## config.mk

```make
export PLATFORM = sky130hd
export DESIGN_NAME = modbus_rtu_crc_link
export DESIGN_NICKNAME = d
export VERILOG_FILES = /design/src/rtl/core/mrc_pkg.sv /design/src/rtl/core/mrc_engine.sv /design/src/rtl/core/mrc_out.sv /design/src/rtl/core/modbus_rtu_crc_link.sv
export SDC_FILE = /design/constraint.sdc
export NUM_CORES = 1
export LEC_CHECK = 0
export BUFFER_PORTS_ARGS = -buffer_cell sky130_fd_sc_hd__buf_2
export CORE_MARGIN = 2
export CORE_UTILIZATION = 58
export DETAILED_ROUTE_END_ITERATION = 16
export HOLD_SLACK_MARGIN = 0.05
export PLACE_DENSITY = 0.77
export SYNTH_ARGS = -nofsm -noshare
export SYNTH_HDL_FRONTEND = slang
export SYNTH_SLANG_ARGS = --single-unit
```

## constraint.sdc

```tcl
create_clock -name clk -period 11.1 [get_ports clk]
set_input_delay 0.555 -clock clk [delete_from_list [all_inputs] [get_ports clk]]
set_output_delay 0.555 -clock clk [all_outputs]
set_load 0.005 [all_outputs]
```

## src/rtl/core/mrc_pkg.sv

```systemverilog
package mrc_pkg;

  // Frame and field sizing
  localparam int MAX_FRAME = 128;
  localparam int CNT_W     = $clog2(MAX_FRAME + 1);
  localparam int LEN_W     = 8;
  localparam int TMO_W     = 20;
  localparam int CFG_W     = 20;
  localparam int CFG_IDX_W = 2;

  localparam logic [15:0]      CRC_INIT = 16'hFFFF;
  localparam logic [15:0]      CRC_POLY = 16'hA001;
  localparam logic [TMO_W-1:0] IDLE_MAX = {TMO_W{1'b1}};
  localparam logic [TMO_W-1:0] TMO_RST  = TMO_W'(50000);

  // Input item kinds
  localparam logic [1:0] KIND_CMD  = 2'd0;
  localparam logic [1:0] KIND_RSP  = 2'd1;
  localparam logic [1:0] KIND_TICK = 2'd2;

  // Result kinds
  localparam logic OUT_TX   = 1'b0;
  localparam logic OUT_DONE = 1'b1;

  // Configuration register indexes
  localparam logic [CFG_IDX_W-1:0] CFG_EXP_LEN = 2'd0;
  localparam logic [CFG_IDX_W-1:0] CFG_TIMEOUT = 2'd1;
  localparam logic [CFG_IDX_W-1:0] CFG_CRC_EN  = 2'd2;

  // One result beat
  typedef struct packed {
    logic             out_kind;
    logic [7:0]       tx_byte;
    logic             tx_last;
    logic [LEN_W-1:0] rx_length;
    logic             timed_out;
    logic             crc_ok;
  } mrc_res_t;

  // What one processed item hands to the output stage
  typedef struct packed {
    logic        vld;
    mrc_res_t    res;
    logic        tail;
    logic [15:0] tail_crc;
  } mrc_evt_t;

  // One byte of CRC-16/MODBUS, bit by bit, LSB first
  function automatic logic [15:0] crc_step(input logic [15:0] crc, input logic [7:0] b);
    logic [15:0] c;
    c = crc ^ {8'h00, b};
    for (int i = 0; i < 8; i++) begin
      if (c[0]) begin
        c = (c >> 1) ^ CRC_POLY;
      end else begin
        c = c >> 1;
      end
    end
    return c;
  endfunction

endpackage

```

## src/rtl/core/mrc_engine.sv

```systemverilog
module mrc_engine (
  input  logic                             clk,
  input  logic                             rst_n,
  input  logic                             cfg_we,
  input  logic [mrc_pkg::CFG_IDX_W-1:0]    cfg_index,
  input  logic [mrc_pkg::CFG_W-1:0]        cfg_data,
  input  logic                             fire,
  input  logic [1:0]                       kind,
  input  logic [7:0]                       data_byte,
  input  logic                             last,
  output mrc_pkg::mrc_evt_t                evt
);
  import mrc_pkg::*;

  typedef enum logic [2:0] {
    MODE_IDLE = 3'b001,
    MODE_SEND = 3'b010,
    MODE_WAIT = 3'b100
  } mode_t;

  logic [LEN_W-1:0] exp_len_r;
  logic [TMO_W-1:0] timeout_r;
  logic             crc_en_r;

  mode_t            mode_r, mode_nxt;
  logic [15:0]      crc_r, crc_nxt;
  logic [CNT_W-1:0] cnt_r, cnt_nxt;
  logic [TMO_W-1:0] idle_r, idle_nxt;
  logic [7:0]       rec0_r, rec0_nxt;
  logic [7:0]       rec1_r, rec1_nxt;

  logic [15:0]      crc_cmd;
  logic [15:0]      crc_rsp;
  logic [CNT_W-1:0] cnt_inc;
  logic [CNT_W-1:0] limit;
  logic [TMO_W-1:0] idle_inc;

  // Configuration registers
  always_ff @(posedge clk) begin
    if (!rst_n) begin
      exp_len_r <= '0;
      timeout_r <= TMO_RST;
      crc_en_r  <= 1'b0;
    end else if (cfg_we) begin
      case (cfg_index)
        CFG_EXP_LEN: exp_len_r <= cfg_data[LEN_W-1:0];
        CFG_TIMEOUT: timeout_r <= cfg_data[TMO_W-1:0];
        CFG_CRC_EN:  crc_en_r  <= cfg_data[0];
        default: ;
      endcase
    end
  end

  // Datapath helpers shared by the item decode below
  assign crc_cmd  = crc_step((mode_r == MODE_SEND) ? crc_r : CRC_INIT, data_byte);
  assign crc_rsp  = (cnt_r >= CNT_W'(2)) ? crc_step(crc_r, rec1_r) : crc_r;
  assign cnt_inc  = cnt_r + CNT_W'(1);
  assign limit    = (exp_len_r == '0 || 32'(exp_len_r) > MAX_FRAME) ?
                    CNT_W'(MAX_FRAME) : CNT_W'(exp_len_r);
  assign idle_inc = (idle_r != IDLE_MAX) ? idle_r + TMO_W'(1) : idle_r;

  // Item decode: next state and the result it causes
  always_comb begin
    mode_nxt = mode_r;
    crc_nxt  = crc_r;
    cnt_nxt  = cnt_r;
    idle_nxt = idle_r;
    rec0_nxt = rec0_r;
    rec1_nxt = rec1_r;
    evt      = '0;
    if (fire) begin
      case (kind)
        KIND_CMD: begin
          evt.vld             = 1'b1;
          evt.res.out_kind    = OUT_TX;
          evt.res.tx_byte     = data_byte;
          evt.res.tx_last     = last && !crc_en_r;
          if (last) begin
            evt.tail     = crc_en_r;
            evt.tail_crc = crc_cmd;
            mode_nxt     = MODE_WAIT;
            crc_nxt      = CRC_INIT;
            cnt_nxt      = '0;
            idle_nxt     = '0;
            rec0_nxt     = '0;
            rec1_nxt     = '0;
          end else begin
            mode_nxt = MODE_SEND;
            crc_nxt  = crc_cmd;
          end
        end
        KIND_RSP: begin
          if (mode_r == MODE_WAIT) begin
            crc_nxt  = crc_rsp;
            rec1_nxt = rec0_r;
            rec0_nxt = data_byte;
            cnt_nxt  = cnt_inc;
            idle_nxt = '0;
            if (cnt_inc >= limit) begin
              evt.vld           = 1'b1;
              evt.res.out_kind  = OUT_DONE;
              evt.res.rx_length = LEN_W'(cnt_inc);
              evt.res.crc_ok    = crc_en_r && (cnt_inc >= CNT_W'(3)) &&
                                  (crc_rsp[7:0] == rec0_r) && (crc_rsp[15:8] == data_byte);
              mode_nxt          = MODE_IDLE;
            end
          end
        end
        KIND_TICK: begin
          if (mode_r == MODE_WAIT) begin
            idle_nxt = idle_inc;
            if (idle_inc >= timeout_r) begin
              evt.vld           = 1'b1;
              evt.res.out_kind  = OUT_DONE;
              evt.res.rx_length = LEN_W'(cnt_r);
              evt.res.timed_out = 1'b1;
              evt.res.crc_ok    = crc_en_r && (cnt_r >= CNT_W'(3)) &&
                                  (crc_r[7:0] == rec1_r) && (crc_r[15:8] == rec0_r);
              mode_nxt          = MODE_IDLE;
            end
          end
        end
        default: ;
      endcase
    end
  end

  // Link state
  always_ff @(posedge clk) begin
    if (!rst_n) begin
      mode_r <= MODE_IDLE;
      crc_r  <= CRC_INIT;
      cnt_r  <= '0;
      idle_r <= '0;
      rec0_r <= '0;
      rec1_r <= '0;
    end else begin
      mode_r <= mode_nxt;
      crc_r  <= crc_nxt;
      cnt_r  <= cnt_nxt;
      idle_r <= idle_nxt;
      rec0_r <= rec0_nxt;
      rec1_r <= rec1_nxt;
    end
  end

  // A command byte always yields a transmit beat.
  a_cmd_result: assert property (@(posedge clk) disable iff (!rst_n)
    (fire && kind == KIND_CMD) |-> (evt.vld && evt.res.out_kind == OUT_TX))
    else $error("command byte produced no transmit beat");

  // The CRC tail only follows a last command byte with CRC enabled.
  a_tail_src: assert property (@(posedge clk) disable iff (!rst_n)
    evt.tail |-> (evt.vld && last && crc_en_r && kind == KIND_CMD))
    else $error("CRC tail requested outside a closing command byte");

  // A window never counts past the frame limit; the length register may
  // shrink under an open window, so only the frame size bounds the count.
  a_cnt_cap: assert property (@(posedge clk) disable iff (!rst_n)
    (mode_r == MODE_WAIT) |-> (cnt_r < CNT_W'(MAX_FRAME)))
    else $error("open window holds a full count");

endmodule

```

## src/rtl/core/mrc_out.sv

```systemverilog
module mrc_out (
  input  logic                    clk,
  input  logic                    rst_n,
  input  mrc_pkg::mrc_evt_t       evt,
  output logic                    take_ok,
  output logic                    out_valid,
  input  logic                    out_ready,
  output logic                    out_kind,
  output logic [7:0]              out_tx_byte,
  output logic                    out_tx_last,
  output logic [mrc_pkg::LEN_W-1:0] out_rx_length,
  output logic                    out_timed_out,
  output logic                    out_crc_ok
);
  import mrc_pkg::*;

  logic        vld_r, vld_nxt;
  logic [1:0]  tail_cnt_r, tail_cnt_nxt;
  logic [15:0] tail_crc_r, tail_crc_nxt;
  mrc_res_t    res_r, res_nxt;
  logic        slot_free;

  assign slot_free = !vld_r || out_ready;
  assign take_ok   = slot_free && (tail_cnt_r == 2'd0);

  // Result register loading: pending CRC bytes go first, then new results
  always_comb begin
    vld_nxt      = vld_r;
    tail_cnt_nxt = tail_cnt_r;
    tail_crc_nxt = tail_crc_r;
    res_nxt      = res_r;
    if (slot_free) begin
      if (tail_cnt_r != 2'd0) begin
        vld_nxt           = 1'b1;
        res_nxt           = '0;
        res_nxt.out_kind  = OUT_TX;
        res_nxt.tx_byte   = (tail_cnt_r == 2'd2) ? tail_crc_r[7:0] : tail_crc_r[15:8];
        res_nxt.tx_last   = (tail_cnt_r == 2'd1);
        tail_cnt_nxt      = tail_cnt_r - 2'd1;
      end else if (evt.vld) begin
        vld_nxt = 1'b1;
        res_nxt = evt.res;
        if (evt.tail) begin
          tail_cnt_nxt = 2'd2;
          tail_crc_nxt = evt.tail_crc;
        end
      end else begin
        vld_nxt = 1'b0;
      end
    end
  end

  // Control registers
  always_ff @(posedge clk) begin
    if (!rst_n) begin
      vld_r      <= 1'b0;
      tail_cnt_r <= 2'd0;
    end else begin
      vld_r      <= vld_nxt;
      tail_cnt_r <= tail_cnt_nxt;
    end
  end

  // Payload registers
  always_ff @(posedge clk) begin
    res_r      <= res_nxt;
    tail_crc_r <= tail_crc_nxt;
  end

  assign out_valid     = vld_r;
  assign out_kind      = res_r.out_kind;
  assign out_tx_byte   = res_r.tx_byte;
  assign out_tx_last   = res_r.tx_last;
  assign out_rx_length = res_r.rx_length;
  assign out_timed_out = res_r.timed_out;
  assign out_crc_ok    = res_r.crc_ok;

  // Pending CRC bytes always sit behind a beat in the result register.
  a_tail_behind: assert property (@(posedge clk) disable iff (!rst_n)
    (tail_cnt_r != 2'd0) |-> vld_r)
    else $error("CRC tail pending with an empty result register");

  // The high CRC byte closes the request.
  a_tail_last: assert property (@(posedge clk) disable iff (!rst_n)
    (tail_cnt_r == 2'd1 && slot_free) |=> (vld_r && res_r.tx_last))
    else $error("final CRC byte not marked last");

  // No new item is taken while CRC bytes are still owed.
  a_no_mix: assert property (@(posedge clk) disable iff (!rst_n)
    (tail_cnt_r != 2'd0) |-> !evt.vld)
    else $error("result arrived while CRC tail pending");

endmodule

```

## src/rtl/core/modbus_rtu_crc_link.sv

```systemverilog
// An accepted beat waits in the input register until it is processed, which loads
// its first result into the result register; out_valid comes from that register.
// Throughput: one input beat per cycle while the result register is free; a last
// command byte with CRC enabled adds two CRC beats, and the input waits while they
// are sent. Items with no result (ticks, stray bytes) still pass the same way.
// Reset (rst_n low, synchronous) empties both registers, opens no window and
// loads the default configuration: no CRC, full-size frame, 50000-tick timeout.
module modbus_rtu_crc_link (
  input  logic                             clk,
  input  logic                             rst_n,
  input  logic                             cfg_we,
  input  logic [mrc_pkg::CFG_IDX_W-1:0]    cfg_index,
  input  logic [mrc_pkg::CFG_W-1:0]        cfg_data,
  input  logic                             in_valid,
  output logic                             in_ready,
  input  logic [1:0]                       in_kind,
  input  logic [7:0]                       in_data_byte,
  input  logic                             in_last,
  output logic                             out_valid,
  input  logic                             out_ready,
  output logic                             out_kind,
  output logic [7:0]                       out_tx_byte,
  output logic                             out_tx_last,
  output logic [mrc_pkg::LEN_W-1:0]        out_rx_length,
  output logic                             out_timed_out,
  output logic                             out_crc_ok
);
  import mrc_pkg::*;

  logic       in_vld_r;
  logic [1:0] kind_r;
  logic [7:0] byte_r;
  logic       last_r;
  logic       take_ok;
  logic       fire;
  mrc_evt_t   evt;

  assign fire     = in_vld_r && take_ok;
  assign in_ready = !in_vld_r || fire;

  // Input register
  always_ff @(posedge clk) begin
    if (!rst_n) begin
      in_vld_r <= 1'b0;
    end else if (in_ready) begin
      in_vld_r <= in_valid;
    end
  end

  always_ff @(posedge clk) begin
    if (in_ready && in_valid) begin
      kind_r <= in_kind;
      byte_r <= in_data_byte;
      last_r <= in_last;
    end
  end

  mrc_engine u_engine (
    .clk       (clk),
    .rst_n     (rst_n),
    .cfg_we    (cfg_we),
    .cfg_index (cfg_index),
    .cfg_data  (cfg_data),
    .fire      (fire),
    .kind      (kind_r),
    .data_byte (byte_r),
    .last      (last_r),
    .evt       (evt)
  );

  mrc_out u_out (
    .clk           (clk),
    .rst_n         (rst_n),
    .evt           (evt),
    .take_ok       (take_ok),
    .out_valid     (out_valid),
    .out_ready     (out_ready),
    .out_kind      (out_kind),
    .out_tx_byte   (out_tx_byte),
    .out_tx_last   (out_tx_last),
    .out_rx_length (out_rx_length),
    .out_timed_out (out_timed_out),
    .out_crc_ok    (out_crc_ok)
  );

endmodule

```

==> qor.tcl <==
set qor(grt_antenna_before_repair) 0
set qor(rsz0062_at_grt) {false}
set qor(max-slew-margin-rel_pct) 23.25
set qor(area.growth.synth_to_final_pct) 11.14
set qor(number_of_port_buffers) 59
set qor(met2_global_route_usage_pct) 45.04
set qor(synth_area_leaders) {sky130_fd_sc_hd__dfxtp_1 23%, sky130_fd_sc_hd__edfxtp_1 17%, sky130_fd_sc_hd__ha_1 6.0%}
set qor(ant_nets) 0
set qor(finalNetCount) 1063
set qor(floorplan.initialDensity_pct) 59.03
set qor(use_met1_pct) 34.23
set qor(grt_pass1_vias) 6727
set qor(post_drt_via_cell_ratio) 5.979
set qor(cts.root.buffer_cell) {sky130_fd_sc_hd__clkbuf_16}
set qor(switching_share_pct) 22.53
set qor(leading_cell_types_by_count_after_synthesis) {119 x sky130_fd_sc_hd__nand2_1, 96 x sky130_fd_sc_hd__dfxtp_1, 85 x sky130_fd_sc_hd__nor2_1}
set qor(synthDistinctLibCells) 70
set qor(post-dp-hpwl_um) 14460
set qor(worst_r2r_startpoint) {u_engine.idle_r[0]}
set qor(worst_clock_skew_ps) 10.48
set qor(timing.reg2reg.worst_path_depth) 15
set qor(cp.required_ps) 11150
set qor(ys.flop_type) {sky130_fd_sc_hd__dfxtp_1}
set qor(ys_async_sr_fraction_pct) 0
set qor(post_layout_nonfiller_instances) 1181
set qor(number_of_ports_placed_on_the_die_boundary) 60
set qor(period_share_pct) 45.76
set qor(overall_fraction_of_global_route_tracks_in_use_pct) 26.93
set qor(cts-htree-levels) 4
set qor(cts_buffer_depth) 2
set qor(critical_path_arrival_ps) 5130
set qor(tritoncts_clock_tree) {built}
set qor(fraction_of_power_consumed_by_sequential_logic_pct) 44.5
set qor(critical_hold_path_startpoint) {in_data_byte[5]}
set qor(worst_slew_pin_slew_ps) 1145
set qor(via_count) 7061
set qor(numPlacedInstances) 1149
set qor(slew_viol_final) 0
set qor(grt_pass1_wl_um) 33890
set qor(drive_above_1_share_pct) 11.23
set qor(min-delay-path-class) {primary input to flip-flop}
set qor(outcome) {completed}
set qor(final_hold_viol_count) 0
set qor(largest_area_contributor_in_the_synthesized_netlist) {sky130_fd_sc_hd__dfxtp_1}
set qor(first_pass_iters) 8
set qor(setup_ws_ps) 6021
set qor(yosysTopAreaCellShare_pct) 22.57
set qor(synth-edff-count) 47
set qor(detailed_router_s_first_iteration_violation_count) 502
set qor(ir_worst_vdd_mv) 0.1024
set qor(internal_power_uw) 979.3
set qor(grt.overflow.total) 0
set qor(yosysWarnings) 0
set qor(worstSetupEndpointType) {flip-flop}
set qor(floorplan_die_width_um) 125.2
set qor(final_cell_area_um2) 9463
set qor(syn_inst) 967
set qor(synthesis.nets) 1046
set qor(ff2ff_setup_slack_ps) 6020
set qor(place.gp.congestion) 0.9594
set qor(worst_slack_at_placement_ps) 6059
set qor(cts-hold-fix-buffers) 0
set qor(dpl-instance-area_um2) 8831
set qor(power_density_nw_per_um2) 133.6
set qor(synth_seq_cells) 143
set qor(worst_hold_path.num_cells) 1
set qor(drc_errors) 0
set qor(grt_use_met3_pct) 5.905
set qor(max_cap_violations) 0
set qor(post_cts_buffers) 0
set qor(die_outline_area_um2) 15670
set qor(grt_start_max_net_pins) 75
set qor(die_h_um) 125.2
set qor(sequential_cell_area_fraction_in_the_yosys_report_pct) 39.15
set qor(antenna_diode_instance_count) 0
set qor(detail_route.wirelength_um) 20500
set qor(power.leakage_uw) 0.003588
set qor(worstHoldEndpoint) {byte_r[5]}
set qor(route.detailed.wl_per_inst_um) 17.36
set qor(mappedNetlistArea_um2) 8514
set qor(grt.busiest_layer) {met2}
set qor(power.combinational.fraction_pct) 7.6
set qor(synth.most_common_cell) {sky130_fd_sc_hd__nand2_1}
set qor(reg2reg_to) {u_out.out_tx_byte[5]}
set qor(totalNegativeSetupSlack_ps) 0
set qor(cts.repair.resized) 0
set qor(crit_fanout) 20
set qor(fin_util_pct) 65.61
set qor(p_clk_share_pct) 47.9
set qor(rows) 44
set qor(worstSkewPairLatency_ps) 430
set qor(syn_avg_cell_area_um2) 8.805
set qor(timing.fmax_mhz) 196.9
set qor(clock_buffer_count_from_cts) 17
set qor(finalSetupViolCount) 0
set qor(cp-start-kind) {flip-flop}
set qor(timing.final.crit_period_ps) 5079
set qor(core-area_um2) 14420
set qor(path_class) {flip-flop to flip-flop}
set qor(clock-sinks) 143
set qor(clock_transition_at_the_registers_of_the_reported_paths_ps) 60
set qor(netSwitchingPower_uw) 284.9
## metrics by stage
step,power [uW],hold slack [ps]
4_1_cts,1269,282.8
5_1_grt,1306,275.8
3_3_place_gp,665.5,443.3
6_report,1264,296.9
3_5_place_dp,667.4,446.8
2_1_floorplan,638.0,436.3
## cell usage in the layout (no fill, tap or decap), drive strengths merged, types with 10 or more instances in the layout
cell type / count
a22oi: 13
xnor2: 58
a21o: 11
dfxtp: 96
ha: 41
mux2i: 25
o22ai: 13
o21ai: 30
nor3: 15
nand2b: 10
inv: 42
nand3: 40
nand4: 11
xor2: 26
nor2: 85
buf: 66
edfxtp: 47
clkbuf: 24
a21oi: 79
nand2: 120
## power by group through the flow
stage / Clock, uW / Combinational (uW) / Sequential [uW]
after floorplan: 0 / 72.9 / 565
after global placement: 0 / 93.2 / 572
after detailed placement: 0 / 94.9 / 572
after CTS: 612 / 95.7 / 562
after global routing: 638 / 105 / 563
final: 606 / 96.3 / 562
## state kept, by name (all words and copies together) (netlist names), 2 cells and up
signal               cells
kind_r                   2
u_engine.rec1_r          8
u_out.tail_crc_r        16
u_engine.crc_r          16
u_engine.cnt_r           8
u_engine.idle_r         20
u_engine.timeout_r      20
u_engine.exp_len_r       8
byte_r                   8
u_out.tail_cnt_r         2
u_out.out_tx_byte        8
u_engine.mode_r          3
u_engine.rec0_r          8
u_out.out_rx_length      8
## per-layer routing
| layer | part of all wire, % | vias up |
|---|---|---|
| met5 | 0 | - |
| met4 | 2.2 | 0 |
| met3 | 6.1 | 35 |
| met2 | 49 | 251 |
| met1 | 43 | 3331 |
| li1 | - | 3444 |
## area by class of cell
class	instances	area, um^2
multi-input combinational	715	4766
clock inverter	8	123.9
tap	184	230.2
inverter	41	153.9
sequential	143	3333
fill	1196	4961
timing repair buffer	66	347.8
clock buffer	24	508.0
## critical path, stage by stage (launching register included)
cell,delay [ps]
sky130_fd_sc_hd__dfxtp_1,420
sky130_fd_sc_hd__ha_1,220
sky130_fd_sc_hd__nand2_1,120
sky130_fd_sc_hd__nor4b_2,450
sky130_fd_sc_hd__a211o_1,270
sky130_fd_sc_hd__nor2_1,120
sky130_fd_sc_hd__nand2_1,140
sky130_fd_sc_hd__xnor2_1,80
sky130_fd_sc_hd__ha_1,300
sky130_fd_sc_hd__a211oi_1,70
sky130_fd_sc_hd__o21ai_0,200
sky130_fd_sc_hd__a211oi_1,190
sky130_fd_sc_hd__a21o_1,220
sky130_fd_sc_hd__a21oi_1,740
sky130_fd_sc_hd__o311ai_1,260
sky130_fd_sc_hd__a21boi_2,910
## logic make-up (layout without fill, tap and decap cells)
group	after synthesis	in the layout	share of synthesized area, %
and+or+nand+nor	337	337	18.75
muxes	30	30	3.600
DFF	143	143	39.15
adders and majority gates	41	41	6.025
AOI/OAI and AO/OA	216	216	16.43
buffers and inverters	109	139	4.923
xor gates and xnor gates	91	91	11.12
## how the worst max path moves through the flow
stage / slack (ps) / from / end
2_1_floorplan: 6840 / u_engine.idle_r[0] / u_out.out_crc_ok
3_3_place_gp: 6180 / u_engine.idle_r[9] / u_out.out_tx_byte[2]
3_5_place_dp: 6060 / u_engine.idle_r[0] / u_out.out_tx_byte[2]
4_1_cts: 6070 / u_engine.idle_r[0] / u_out.out_tx_byte[2]
5_1_grt: 5600 / u_engine.idle_r[9] / u_out.out_tx_byte[5]
6_report: 6020 / u_engine.idle_r[0] / u_out.out_tx_byte[5]
Note: power is estimated with default switching activity, not from simulation.
